<file path="config.mk">
export PLATFORM = sky130hd
export DESIGN_NAME = max_drawdown_tracker_flat
export DESIGN_NICKNAME = d
export VERILOG_FILES = /design/src/design/mdt_pkg.sv /design/src/design/mdt_if.sv /design/src/design/mdt_serial_div.sv /design/src/design/max_drawdown_tracker.sv /design/src/flat_wrapper.sv
export SDC_FILE = /design/constraint.sdc
export NUM_CORES = 1
export LEC_CHECK = 0
export ABC_AREA = 1
export BUFFER_PORTS_ARGS = -buffer_cell sky130_fd_sc_hd__buf_2
export CORE_MARGIN = 2
export CORE_UTILIZATION = 65
export CTS_CLUSTER_SIZE = 14
export DETAILED_ROUTE_END_ITERATION = 10
export PLACE_DENSITY = 0.87
export SLEW_MARGIN = 20
export SYNTH_ARGS = -nofsm -noshare
export SYNTH_HDL_FRONTEND = slang
export SYNTH_SLANG_ARGS = --single-unit
export TNS_END_PERCENT = 30
</file>
<file path="constraint.sdc">
create_clock -name clock -period 14.3 [get_ports clock]
set_input_delay 2.145 -clock clock [delete_from_list [all_inputs] [get_ports clock]]
set_output_delay 2.145 -clock clock [all_outputs]
set_load 0.03 [all_outputs]
</file>
<file path="src/design/mdt_pkg.sv">
// ----------------------------------------------------------------------------
// mdt_pkg: shared constants and types of the max drawdown tracker
// Default widths and the status bundle of the serial fraction divider.
// ----------------------------------------------------------------------------
package mdt_pkg;

   // default field widths
   localparam int VALUE_WIDTH_DEF   = 48;
   localparam int FRACTION_BITS_DEF = 16;
   localparam int DATE_WIDTH_DEF    = 32;

   // divider status toward the control sequencer
   typedef struct packed {
      logic busy;
      logic done;
   } div_stat_type;

endpackage

</file>
<file path="src/design/mdt_if.sv">
// ----------------------------------------------------------------------------
// mdt_if: handshake channels of the max drawdown tracker
// Sample channel and result channel, each with valid, ready and payload.
// ----------------------------------------------------------------------------
interface mdt_req_if #(
   parameter int VALUE_WIDTH = mdt_pkg::VALUE_WIDTH_DEF,
   parameter int DATE_WIDTH  = mdt_pkg::DATE_WIDTH_DEF
);
   logic                          valid;
   logic                          ready;
   logic signed [VALUE_WIDTH-1:0] value;
   logic [DATE_WIDTH-1:0]         date_code;
   logic                          curve_start;

   modport source (output valid, output value, output date_code, output curve_start,
                   input ready);
   modport sink   (input valid, input value, input date_code, input curve_start,
                   output ready);
endinterface

interface mdt_rsp_if #(
   parameter int VALUE_WIDTH   = mdt_pkg::VALUE_WIDTH_DEF,
   parameter int FRACTION_BITS = mdt_pkg::FRACTION_BITS_DEF,
   parameter int DATE_WIDTH    = mdt_pkg::DATE_WIDTH_DEF
);
   logic                     valid;
   logic                     ready;
   logic [FRACTION_BITS:0]   drawdown_frac;
   logic [VALUE_WIDTH-2:0]   loss_amount;
   logic [DATE_WIDTH-1:0]    peak_code;
   logic [DATE_WIDTH-1:0]    trough_code;

   modport source (output valid, output drawdown_frac, output loss_amount,
                   output peak_code, output trough_code, input ready);
   modport sink   (input valid, input drawdown_frac, input loss_amount,
                   input peak_code, input trough_code, output ready);
endinterface

</file>
<file path="src/design/mdt_serial_div.sv">
// ----------------------------------------------------------------------------
// mdt_serial_div: restoring fraction divider, one quotient bit per cycle
// Forms floor(num / den * 2^FRACTION_BITS) for num < den; the quotient
// shifts in from the right, the partial remainder shifts left each step.
// ----------------------------------------------------------------------------
module mdt_serial_div #(
   parameter int VALUE_WIDTH   = mdt_pkg::VALUE_WIDTH_DEF,
   parameter int FRACTION_BITS = mdt_pkg::FRACTION_BITS_DEF
) (
   input  logic                       clock,
   input  logic                       reset,
   input  logic                       start,
   input  logic [VALUE_WIDTH-1:0]     num,
   input  logic [VALUE_WIDTH-1:0]     den,
   output mdt_pkg::div_stat_type      status,
   output logic [FRACTION_BITS-1:0]   quot
);
   import mdt_pkg::*;

   localparam int CNT_W = $clog2(FRACTION_BITS);

   logic [VALUE_WIDTH-1:0]   rem_ff, rem_in;
   logic [VALUE_WIDTH-1:0]   den_ff;
   logic [FRACTION_BITS-1:0] quot_ff, quot_in;
   logic [CNT_W-1:0]         count_ff, count_in;
   logic                     busy_ff, busy_in;
   logic                     done_ff, done_in;
   logic [VALUE_WIDTH-1:0]   rem_shift;
   logic                     fits;

   // one restoring step: shift, trial compare, subtract on fit
   always_comb begin
      rem_shift = {rem_ff[VALUE_WIDTH-2:0], 1'b0};
      fits      = (rem_shift >= den_ff);
      rem_in    = rem_ff;
      quot_in   = quot_ff;
      count_in  = count_ff;
      busy_in   = busy_ff;
      done_in   = 1'b0;
      if (start) begin
         rem_in   = num;
         quot_in  = '0;
         count_in = '0;
         busy_in  = 1'b1;
      end else if (busy_ff) begin
         rem_in   = fits ? (rem_shift - den_ff) : rem_shift;
         quot_in  = {quot_ff[FRACTION_BITS-2:0], fits};
         count_in = count_ff + 1'b1;
         if (count_ff == CNT_W'(FRACTION_BITS - 1)) begin
            busy_in = 1'b0;
            done_in = 1'b1;
         end
      end
   end

   // control state
   always_ff @(posedge clock) begin
      if (reset) begin
         busy_ff <= 1'b0;
         done_ff <= 1'b0;
      end else begin
         busy_ff <= busy_in;
         done_ff <= done_in;
      end
   end

   // datapath shift registers
   always_ff @(posedge clock) begin
      rem_ff   <= rem_in;
      quot_ff  <= quot_in;
      count_ff <= count_in;
      if (start) begin
         den_ff <= den;
      end
   end

   assign status.busy = busy_ff;
   assign status.done = done_ff;
   assign quot        = quot_ff;

   // the sequencer never restarts a running division
   a_no_restart: assert property (@(posedge clock) disable iff (reset)
      start |-> !busy_ff)
      else $error("divider restarted while busy");

   // partial remainder stays below the divisor
   a_rem_bound: assert property (@(posedge clock) disable iff (reset)
      busy_ff |-> (rem_ff < den_ff))
      else $error("partial remainder out of range");

   // done follows the last step of a running division
   a_done_after_busy: assert property (@(posedge clock) disable iff (reset)
      done_ff |-> $past(busy_ff) && !busy_ff)
      else $error("done without a running division");

endmodule

</file>
<file path="src/design/max_drawdown_tracker.sv">
// ----------------------------------------------------------------------------
// max_drawdown_tracker: running maximum drawdown of an equity curve
// Tracks the running peak and the largest fractional drawdown per sample.
// ----------------------------------------------------------------------------
// One sample is processed at a time. A sample that sets or raises the peak,
// starts a curve, or meets a non-positive peak goes from accept through
// ST_EVAL to ST_FINISH and its result; a sample at zero equity (a full
// drawdown) takes the same path. Any other sample runs the restoring divider
// in ST_DIV between the two, one quotient bit per cycle. The next sample is
// accepted as soon as the sequencer is idle, even while the last result beat
// still waits on rsp_chan; a finished result then holds until the slot frees.
// ----------------------------------------------------------------------------
module max_drawdown_tracker #(
   parameter int VALUE_WIDTH   = mdt_pkg::VALUE_WIDTH_DEF,
   parameter int FRACTION_BITS = mdt_pkg::FRACTION_BITS_DEF,
   parameter int DATE_WIDTH    = mdt_pkg::DATE_WIDTH_DEF
) (
   input  logic      clock,
   input  logic      reset,
   mdt_req_if.sink   req_chan,
   mdt_rsp_if.source rsp_chan
);
   import mdt_pkg::*;

   localparam logic [FRACTION_BITS:0] FRAC_ONE = {1'b1, {FRACTION_BITS{1'b0}}};

   typedef enum logic [3:0] {
      ST_IDLE   = 4'b0001,
      ST_EVAL   = 4'b0010,
      ST_DIV    = 4'b0100,
      ST_FINISH = 4'b1000
   } state_type;

   state_type state_ff, state_in;

   // captured sample
   logic signed [VALUE_WIDTH-1:0] samp_value_ff;
   logic [DATE_WIDTH-1:0]         samp_date_ff;
   logic                          samp_start_ff;

   // tracking state
   logic signed [VALUE_WIDTH-1:0] peak_ff, peak_in;
   logic [DATE_WIDTH-1:0]         peak_date_ff, peak_date_in;
   logic [FRACTION_BITS:0]        best_frac_ff, best_frac_in;
   logic [VALUE_WIDTH-2:0]        best_amount_ff, best_amount_in;
   logic [DATE_WIDTH-1:0]         best_start_ff, best_start_in;
   logic [DATE_WIDTH-1:0]         best_end_ff, best_end_in;

   // candidate drawdown of the current sample
   logic                          cand_ff, cand_in;
   logic [FRACTION_BITS:0]        cand_frac_ff, cand_frac_in;
   logic [VALUE_WIDTH-2:0]        cand_amount_ff, cand_amount_in;

   // result slot
   logic                          rsp_valid_ff, rsp_valid_in;
   logic [FRACTION_BITS:0]        rsp_frac_ff;
   logic [VALUE_WIDTH-2:0]        rsp_amount_ff;
   logic [DATE_WIDTH-1:0]         rsp_start_ff, rsp_end_ff;

   logic signed [VALUE_WIDTH-1:0] value_clamp;
   logic [VALUE_WIDTH-1:0]        diff;
   logic                          raises_peak;
   logic                          peak_pos;
   logic                          slot_free;
   logic                          div_start;
   div_stat_type                  div_stat;
   logic [FRACTION_BITS-1:0]      div_quot;

   assign req_chan.ready = (state_ff == ST_IDLE);
   assign slot_free      = !rsp_valid_ff || rsp_chan.ready;

   // clamp later samples at zero and measure against the peak
   always_comb begin
      value_clamp = samp_value_ff[VALUE_WIDTH-1] ? '0 : samp_value_ff;
      raises_peak = (value_clamp > peak_ff);
      peak_pos    = !peak_ff[VALUE_WIDTH-1] && (peak_ff != '0);
      diff        = VALUE_WIDTH'(peak_ff - value_clamp);
   end

   // sequencer and state update
   always_comb begin
      state_in       = state_ff;
      peak_in        = peak_ff;
      peak_date_in   = peak_date_ff;
      best_frac_in   = best_frac_ff;
      best_amount_in = best_amount_ff;
      best_start_in  = best_start_ff;
      best_end_in    = best_end_ff;
      cand_in        = cand_ff;
      cand_frac_in   = cand_frac_ff;
      cand_amount_in = cand_amount_ff;
      rsp_valid_in   = rsp_valid_ff && !rsp_chan.ready;
      div_start      = 1'b0;
      case (state_ff)
         ST_IDLE: begin
            if (req_chan.valid) begin
               state_in = ST_EVAL;
            end
         end
         ST_EVAL: begin
            cand_in        = 1'b0;
            cand_amount_in = diff[VALUE_WIDTH-2:0];
            state_in       = ST_FINISH;
            if (samp_start_ff) begin
               best_frac_in   = '0;
               best_amount_in = '0;
               best_start_in  = '0;
               best_end_in    = '0;
               peak_in        = samp_value_ff;
               peak_date_in   = samp_date_ff;
            end else if (raises_peak) begin
               peak_in      = value_clamp;
               peak_date_in = samp_date_ff;
            end else if (peak_pos) begin
               cand_in = 1'b1;
               if (diff >= VALUE_WIDTH'(peak_ff)) begin
                  cand_frac_in = FRAC_ONE;
               end else begin
                  div_start = 1'b1;
                  state_in  = ST_DIV;
               end
            end
         end
         ST_DIV: begin
            if (div_stat.done) begin
               cand_frac_in = {1'b0, div_quot};
               state_in     = ST_FINISH;
            end
         end
         ST_FINISH: begin
            if (slot_free) begin
               rsp_valid_in = 1'b1;
               state_in     = ST_IDLE;
               if (cand_ff && (cand_frac_ff > best_frac_ff)) begin
                  best_frac_in   = cand_frac_ff;
                  best_amount_in = cand_amount_ff;
                  best_start_in  = peak_date_ff;
                  best_end_in    = samp_date_ff;
               end
            end
         end
         default: begin
            state_in = ST_IDLE;
         end
      endcase
   end

   // control registers and tracking state
   always_ff @(posedge clock) begin
      if (reset) begin
         state_ff       <= ST_IDLE;
         rsp_valid_ff   <= 1'b0;
         cand_ff        <= 1'b0;
         peak_ff        <= '0;
         peak_date_ff   <= '0;
         best_frac_ff   <= '0;
         best_amount_ff <= '0;
         best_start_ff  <= '0;
         best_end_ff    <= '0;
      end else begin
         state_ff       <= state_in;
         rsp_valid_ff   <= rsp_valid_in;
         cand_ff        <= cand_in;
         peak_ff        <= peak_in;
         peak_date_ff   <= peak_date_in;
         best_frac_ff   <= best_frac_in;
         best_amount_ff <= best_amount_in;
         best_start_ff  <= best_start_in;
         best_end_ff    <= best_end_in;
      end
   end

   // capture the sample beat, hold the candidate, load the result slot
   always_ff @(posedge clock) begin
      if (req_chan.valid && req_chan.ready) begin
         samp_value_ff <= req_chan.value;
         samp_date_ff  <= req_chan.date_code;
         samp_start_ff <= req_chan.curve_start;
      end
      cand_frac_ff   <= cand_frac_in;
      cand_amount_ff <= cand_amount_in;
      if ((state_ff == ST_FINISH) && slot_free) begin
         rsp_frac_ff   <= best_frac_in;
         rsp_amount_ff <= best_amount_in;
         rsp_start_ff  <= best_start_in;
         rsp_end_ff    <= best_end_in;
      end
   end

   mdt_serial_div #(
      .VALUE_WIDTH   (VALUE_WIDTH),
      .FRACTION_BITS (FRACTION_BITS)
   ) u_div (
      .clock  (clock),
      .reset  (reset),
      .start  (div_start),
      .num    (diff),
      .den    (VALUE_WIDTH'(peak_ff)),
      .status (div_stat),
      .quot   (div_quot)
   );

   assign rsp_chan.valid         = rsp_valid_ff;
   assign rsp_chan.drawdown_frac = rsp_frac_ff;
   assign rsp_chan.loss_amount   = rsp_amount_ff;
   assign rsp_chan.peak_code     = rsp_start_ff;
   assign rsp_chan.trough_code   = rsp_end_ff;

   // best fraction never exceeds 1.0
   a_frac_cap: assert property (@(posedge clock) disable iff (reset)
      best_frac_ff <= FRAC_ONE)
      else $error("best drawdown above 1.0");

   // finishing a sample never lowers the best fraction
   a_best_monotonic: assert property (@(posedge clock) disable iff (reset)
      (state_ff == ST_FINISH) |=> (best_frac_ff >= $past(best_frac_ff)))
      else $error("best drawdown decreased on update");

   // an accepted beat always moves the sequencer to evaluation
   a_accept_eval: assert property (@(posedge clock) disable iff (reset)
      (req_chan.valid && req_chan.ready) |=> (state_ff == ST_EVAL))
      else $error("accepted beat not evaluated");

   // the divider runs only while the sequencer waits on it
   a_div_in_div: assert property (@(posedge clock) disable iff (reset)
      div_stat.busy |-> (state_ff == ST_DIV))
      else $error("divider busy outside divide state");

endmodule
</file>
<file path="src/flat_wrapper.sv">
// flat-port wrapper written by rule: the top's interface ports become plain ports
module max_drawdown_tracker_flat import mdt_pkg::*;
#(
   parameter int VALUE_WIDTH   = mdt_pkg::VALUE_WIDTH_DEF,
   parameter int FRACTION_BITS = mdt_pkg::FRACTION_BITS_DEF,
   parameter int DATE_WIDTH    = mdt_pkg::DATE_WIDTH_DEF
)
  (clock, reset, req_chan_valid, req_chan_value, req_chan_date_code, req_chan_curve_start, req_chan_ready, rsp_chan_valid, rsp_chan_drawdown_frac, rsp_chan_loss_amount, rsp_chan_peak_code, rsp_chan_trough_code, rsp_chan_ready);
  mdt_req_if #(.VALUE_WIDTH(VALUE_WIDTH), .DATE_WIDTH(DATE_WIDTH)) req_chan_i ();
  mdt_rsp_if #(.VALUE_WIDTH(VALUE_WIDTH), .FRACTION_BITS(FRACTION_BITS), .DATE_WIDTH(DATE_WIDTH)) rsp_chan_i ();
  input  logic clock;
  input  logic reset;
  input wire logic [$bits(req_chan_i.valid)-1:0] req_chan_valid;
  input wire logic [$bits(req_chan_i.value)-1:0] req_chan_value;
  input wire logic [$bits(req_chan_i.date_code)-1:0] req_chan_date_code;
  input wire logic [$bits(req_chan_i.curve_start)-1:0] req_chan_curve_start;
  output wire logic [$bits(req_chan_i.ready)-1:0] req_chan_ready;
  output wire logic [$bits(rsp_chan_i.valid)-1:0] rsp_chan_valid;
  output wire logic [$bits(rsp_chan_i.drawdown_frac)-1:0] rsp_chan_drawdown_frac;
  output wire logic [$bits(rsp_chan_i.loss_amount)-1:0] rsp_chan_loss_amount;
  output wire logic [$bits(rsp_chan_i.peak_code)-1:0] rsp_chan_peak_code;
  output wire logic [$bits(rsp_chan_i.trough_code)-1:0] rsp_chan_trough_code;
  input wire logic [$bits(rsp_chan_i.ready)-1:0] rsp_chan_ready;
  assign req_chan_i.valid = req_chan_valid;
  assign req_chan_i.value = req_chan_value;
  assign req_chan_i.date_code = req_chan_date_code;
  assign req_chan_i.curve_start = req_chan_curve_start;
  assign req_chan_ready = req_chan_i.ready;
  assign rsp_chan_valid = rsp_chan_i.valid;
  assign rsp_chan_drawdown_frac = rsp_chan_i.drawdown_frac;
  assign rsp_chan_loss_amount = rsp_chan_i.loss_amount;
  assign rsp_chan_peak_code = rsp_chan_i.peak_code;
  assign rsp_chan_trough_code = rsp_chan_i.trough_code;
  assign rsp_chan_i.ready = rsp_chan_ready;
  max_drawdown_tracker #(.VALUE_WIDTH(VALUE_WIDTH), .FRACTION_BITS(FRACTION_BITS), .DATE_WIDTH(DATE_WIDTH)) u_core (.clock(clock), .reset(reset), .req_chan(req_chan_i), .rsp_chan(rsp_chan_i));
endmodule
</file>
==> impl_metrics.json <==
{
  "grt_pass1_wl_um": 135700,
  "synth_nets": 4167,
  "p_seq_share_pct": 48.5,
  "final_area_mm2": 0.03505,
  "cp_cell_sequence": "inv_2, nand2_1, ha_1, a21oi_1, nand2_1, a21oi_1, o21ai_0, a21oi_1, o21ai_0, xnor2_1, inv_1, ha_1, a21oi_1, o21ai_0, a21oi_1, nor2_1, nor2_2, nand2_2, inv_4, nand2_4, buf_4, inv_2, buf_4",
  "fmax_mhz": 146.0,
  "ys_warn_count": 0,
  "drv_cap": 0,
  "grt_start_max_net_pins": 112,
  "final_cells": 4751,
  "p_leak_nw": 16.73,
  "synthesis.area_mm2": 0.03157,
  "yosysMostFrequentCell": "nand2_1",
  "drt-initial-drc-count": 2863,
  "async_flop_share_pct": 0,
  "cpMostUsedCell": "a21oi_1",
  "hold_class": "reg -> reg",
  "avgSynthCellArea_um2": 8.056,
  "critical_path_buf_inv_count": 6,
  "yosys_most_used_dff": "edfxtp_1",
  "arrival_ns": 7.12,
  "antenna_left": 0,
  "ys_types": 44,
  "post_drt_wl_per_cell_um": 18.30,
  "pin_count": 215,
  "layout_setup_ws_ns": 7.449,
  "cp.required_ns": 14.57,
  "period_share_pct": 47.91,
  "hold_violations": 0,
  "timing.rr.start": "u_core.samp_value_ff[47]",
  "gr-usage-met3_pct": 4.873,
  "grtUsageMet1_pct": 48.37,
  "clock_skew_ns": 0.02415,
  "p_sw_mw": 1.040,
  "dp_cells": 4632,
  "routed_wl_um": 86950,
  "max-vdd-ir-drop_mv": 0.1052,
  "grtUsageTotal_pct": 34.45,
  "vias": 26940,
  "critPathMaxStageDelay_ns": 0.65,
  "drive_above_1_share_pct": 8.886,
  "io_buffers": 214,
  "synth_edf_count": 368,
  "drv_slew": 0,
  "path_delay_family": "buffers and inverters",
  "relSlewSlack_pct": 30.08,
  "cts_setup_buffers": 0,
  "synth_top_area_cell": "edfxtp_1",
  "cts_buffers": 59,
  "synth_area_leaders": "edfxtp_1 35%, dfxtp_1 15%, nand2_1 14%, inv_1 7.1%, ha_1 6.4%",
  "syn_inst": 3919,
  "dpl_cell_area_mm2": 0.03304,
  "cts-root-buf": "clkbuf_16",
  "viasPerCell": 5.671,
  "core_area_mm2": 0.04785,
  "worstMarginPinSlew_ns": 1.047,
  "met2_usage_pct": 54.38,
  "grt.overflow.total": 0,
  "dieArea_mm2": 0.05035,
  "cts_tree": "done",
  "core.rowCount": 80,
  "outcome": "finished clean",
  "nNetsFinal": 4327,
  "cts_buffer_depth": 3,
  "critical_path_class": "reg -> reg",
  "rsz0062_at_grt": "no",
  "die_w_um": 224.4,
  "syn_to_final_growth_pct": 11.02,
  "setup_viol": 0,
  "p_int_mw": 2.923,
  "power_frac_comb_pct": 11.9,
  "clkLatencyLatePin_ns": 0.65,
  "htree_num_levels": 2,
  "dr.pass1.iters": 6,
  "hpwlAfterDp_um": 62540,
  "cp-end-kind": "register",
  "worst_path_max_delay_cell": "inv_2",
  "final_core_util_pct": 73.26,
  "gp_congestion": 1.006,
  "critPathMaxFanout": 77,
  "yosys.area.top_type_share_pct": 35.00,
  "startpoint": "u_core.samp_value_ff[47]",
  "ys_seq_elements": 604,
  "pre_cts_slack_ns": 7.555,
  "postCtsHoldBufs": 0,
  "fin_setup_tns_ns": 0,
  "power_density_mw_per_mm2": 113.1,
  "swShare_pct": 26.25,
  "antenna_found_initial": 6,
  "fin_crit_ns": 6.851,
  "worstHoldStart": "u_core.peak_date_ff[1]",
  "drcViolationCount": 0,
  "clk_pin_slew_ns": 0.06,
  "start_util_pct": 65.99,
  "worst_setup_path_start_kind": "register",
  "ys_seq_area_share_pct": 49.96,
  "power.share.clock_pct": 39.5,
  "busiest_layer": "met2",
  "clock_sinks": 604,
  "ys_top_cells_by_count": "1143 x nand2_1, 597 x inv_1, 368 x edfxtp_1",
  "grt_pass1_vias": 25690,
  "cts_resized": 0,
  "die_h_um": 224.4
}
==> power groups by stage <==
stage	sequential [mW]	clock, mW	combinational, mW
after global routing	1.93	1.63	0.523
after detailed placement	1.96	0	0.456
after floorplan	1.95	0	0.307
final	1.92	1.57	0.473
after CTS	1.92	1.58	0.461
after global placement	1.96	0	0.447
==> cells in the final DEF, fill, tap and decap left out, drive strengths merged, types with 5 or more instances in the layout <==
cell type	instances
a211oi	49
a21boi	9
a21o	13
a21oi	255
a31oi	12
and3	5
buf	234
clkbuf	93
clkinv	12
dfxtp	236
diode	6
edfxtp	368
ha	161
inv	615
nand2	1146
nand3	111
nand4	27
nor2	341
nor3	31
nor4	13
o21a	6
o21ai	272
o21bai	25
or2	6
xnor2	43
xor2	33
==> registers in the layout, indices dropped and copies added (netlist names), 4 cells and up <==
register and count:
u_core.best_amount_ff 47, u_core.best_end_ff 32, u_core.best_frac_ff 17, u_core.best_start_ff 32, u_core.cand_amount_ff 47, u_core.cand_frac_ff 17, u_core.peak_date_ff 32, u_core.peak_ff 48
u_core.rsp_chan.drawdown_frac 17, u_core.rsp_chan.loss_amount 47, u_core.rsp_chan.peak_code 32, u_core.rsp_chan.trough_code 32, u_core.samp_date_ff 32, u_core.samp_value_ff 48, u_core.state_ff 4, u_core.u_div.count_ff 4
u_core.u_div.den_ff 48, u_core.u_div.quot 16, u_core.u_div.rem_ff 47
==> routing by layer <==
| layer | share of wire [%] | vias up |
|---|---|---|
| met5 | 0.017 | - |
| met2 | 45 | 1251 |
| met4 | 4.3 | 2 |
| met1 | 42 | 12510 |
| met3 | 8.9 | 210 |
| li1 | - | 12970 |
==> kinds of logic after synthesis <==
logic type                 count (synthesis)  synth area share (%)
adders and majority gates                163                 6.507
DFF                                      604                 49.96
AOI/OAI and AO/OA                        647                 11.20
xor gates and xnor gates                  76                 2.108
and+or+nand+nor                         1683                 21.14
buffers and inverters                    746                 9.087
==> stage by stage <==
step | hold slack [ns] | total power [mW]
after global routing | 0.4752 | 4.083
final | 0.4606 | 3.963
after floorplan | 0.4367 | 2.256
after detailed placement | 0.4520 | 2.415
after CTS | 0.4615 | 3.958
after global placement | 0.4486 | 2.405
==> path summary, 6_finish.rpt <==
path                            slack (ns)  depth (start not counted)                       to
worst min register to register        0.46                          2   u_core.peak_date_ff[1]
worst min-delay path                  0.46                          2   u_core.peak_date_ff[1]
worst max-delay path                  7.45                         23  u_core.u_div.den_ff[38]
worst max register to register        7.45                         23  u_core.u_div.den_ff[38]
==> cell type report <==
cell class	count	area, um^2
sequential	604	15780
inverter	611	2296
multi-input combinational	2569	12990
clock inverter	19	197.7
antenna	6	15.01
fill	3508	12790
timing repair buffer	234	1240
tap	615	769.5
clock buffer	93	1767
==> worst min-delay path, stage by stage, from the launching register on <==
cell     delay (ns)
dfxtp_1        0.30
nand2_1        0.06
a21oi_1        0.05
(Power assumes the default switching activity.)
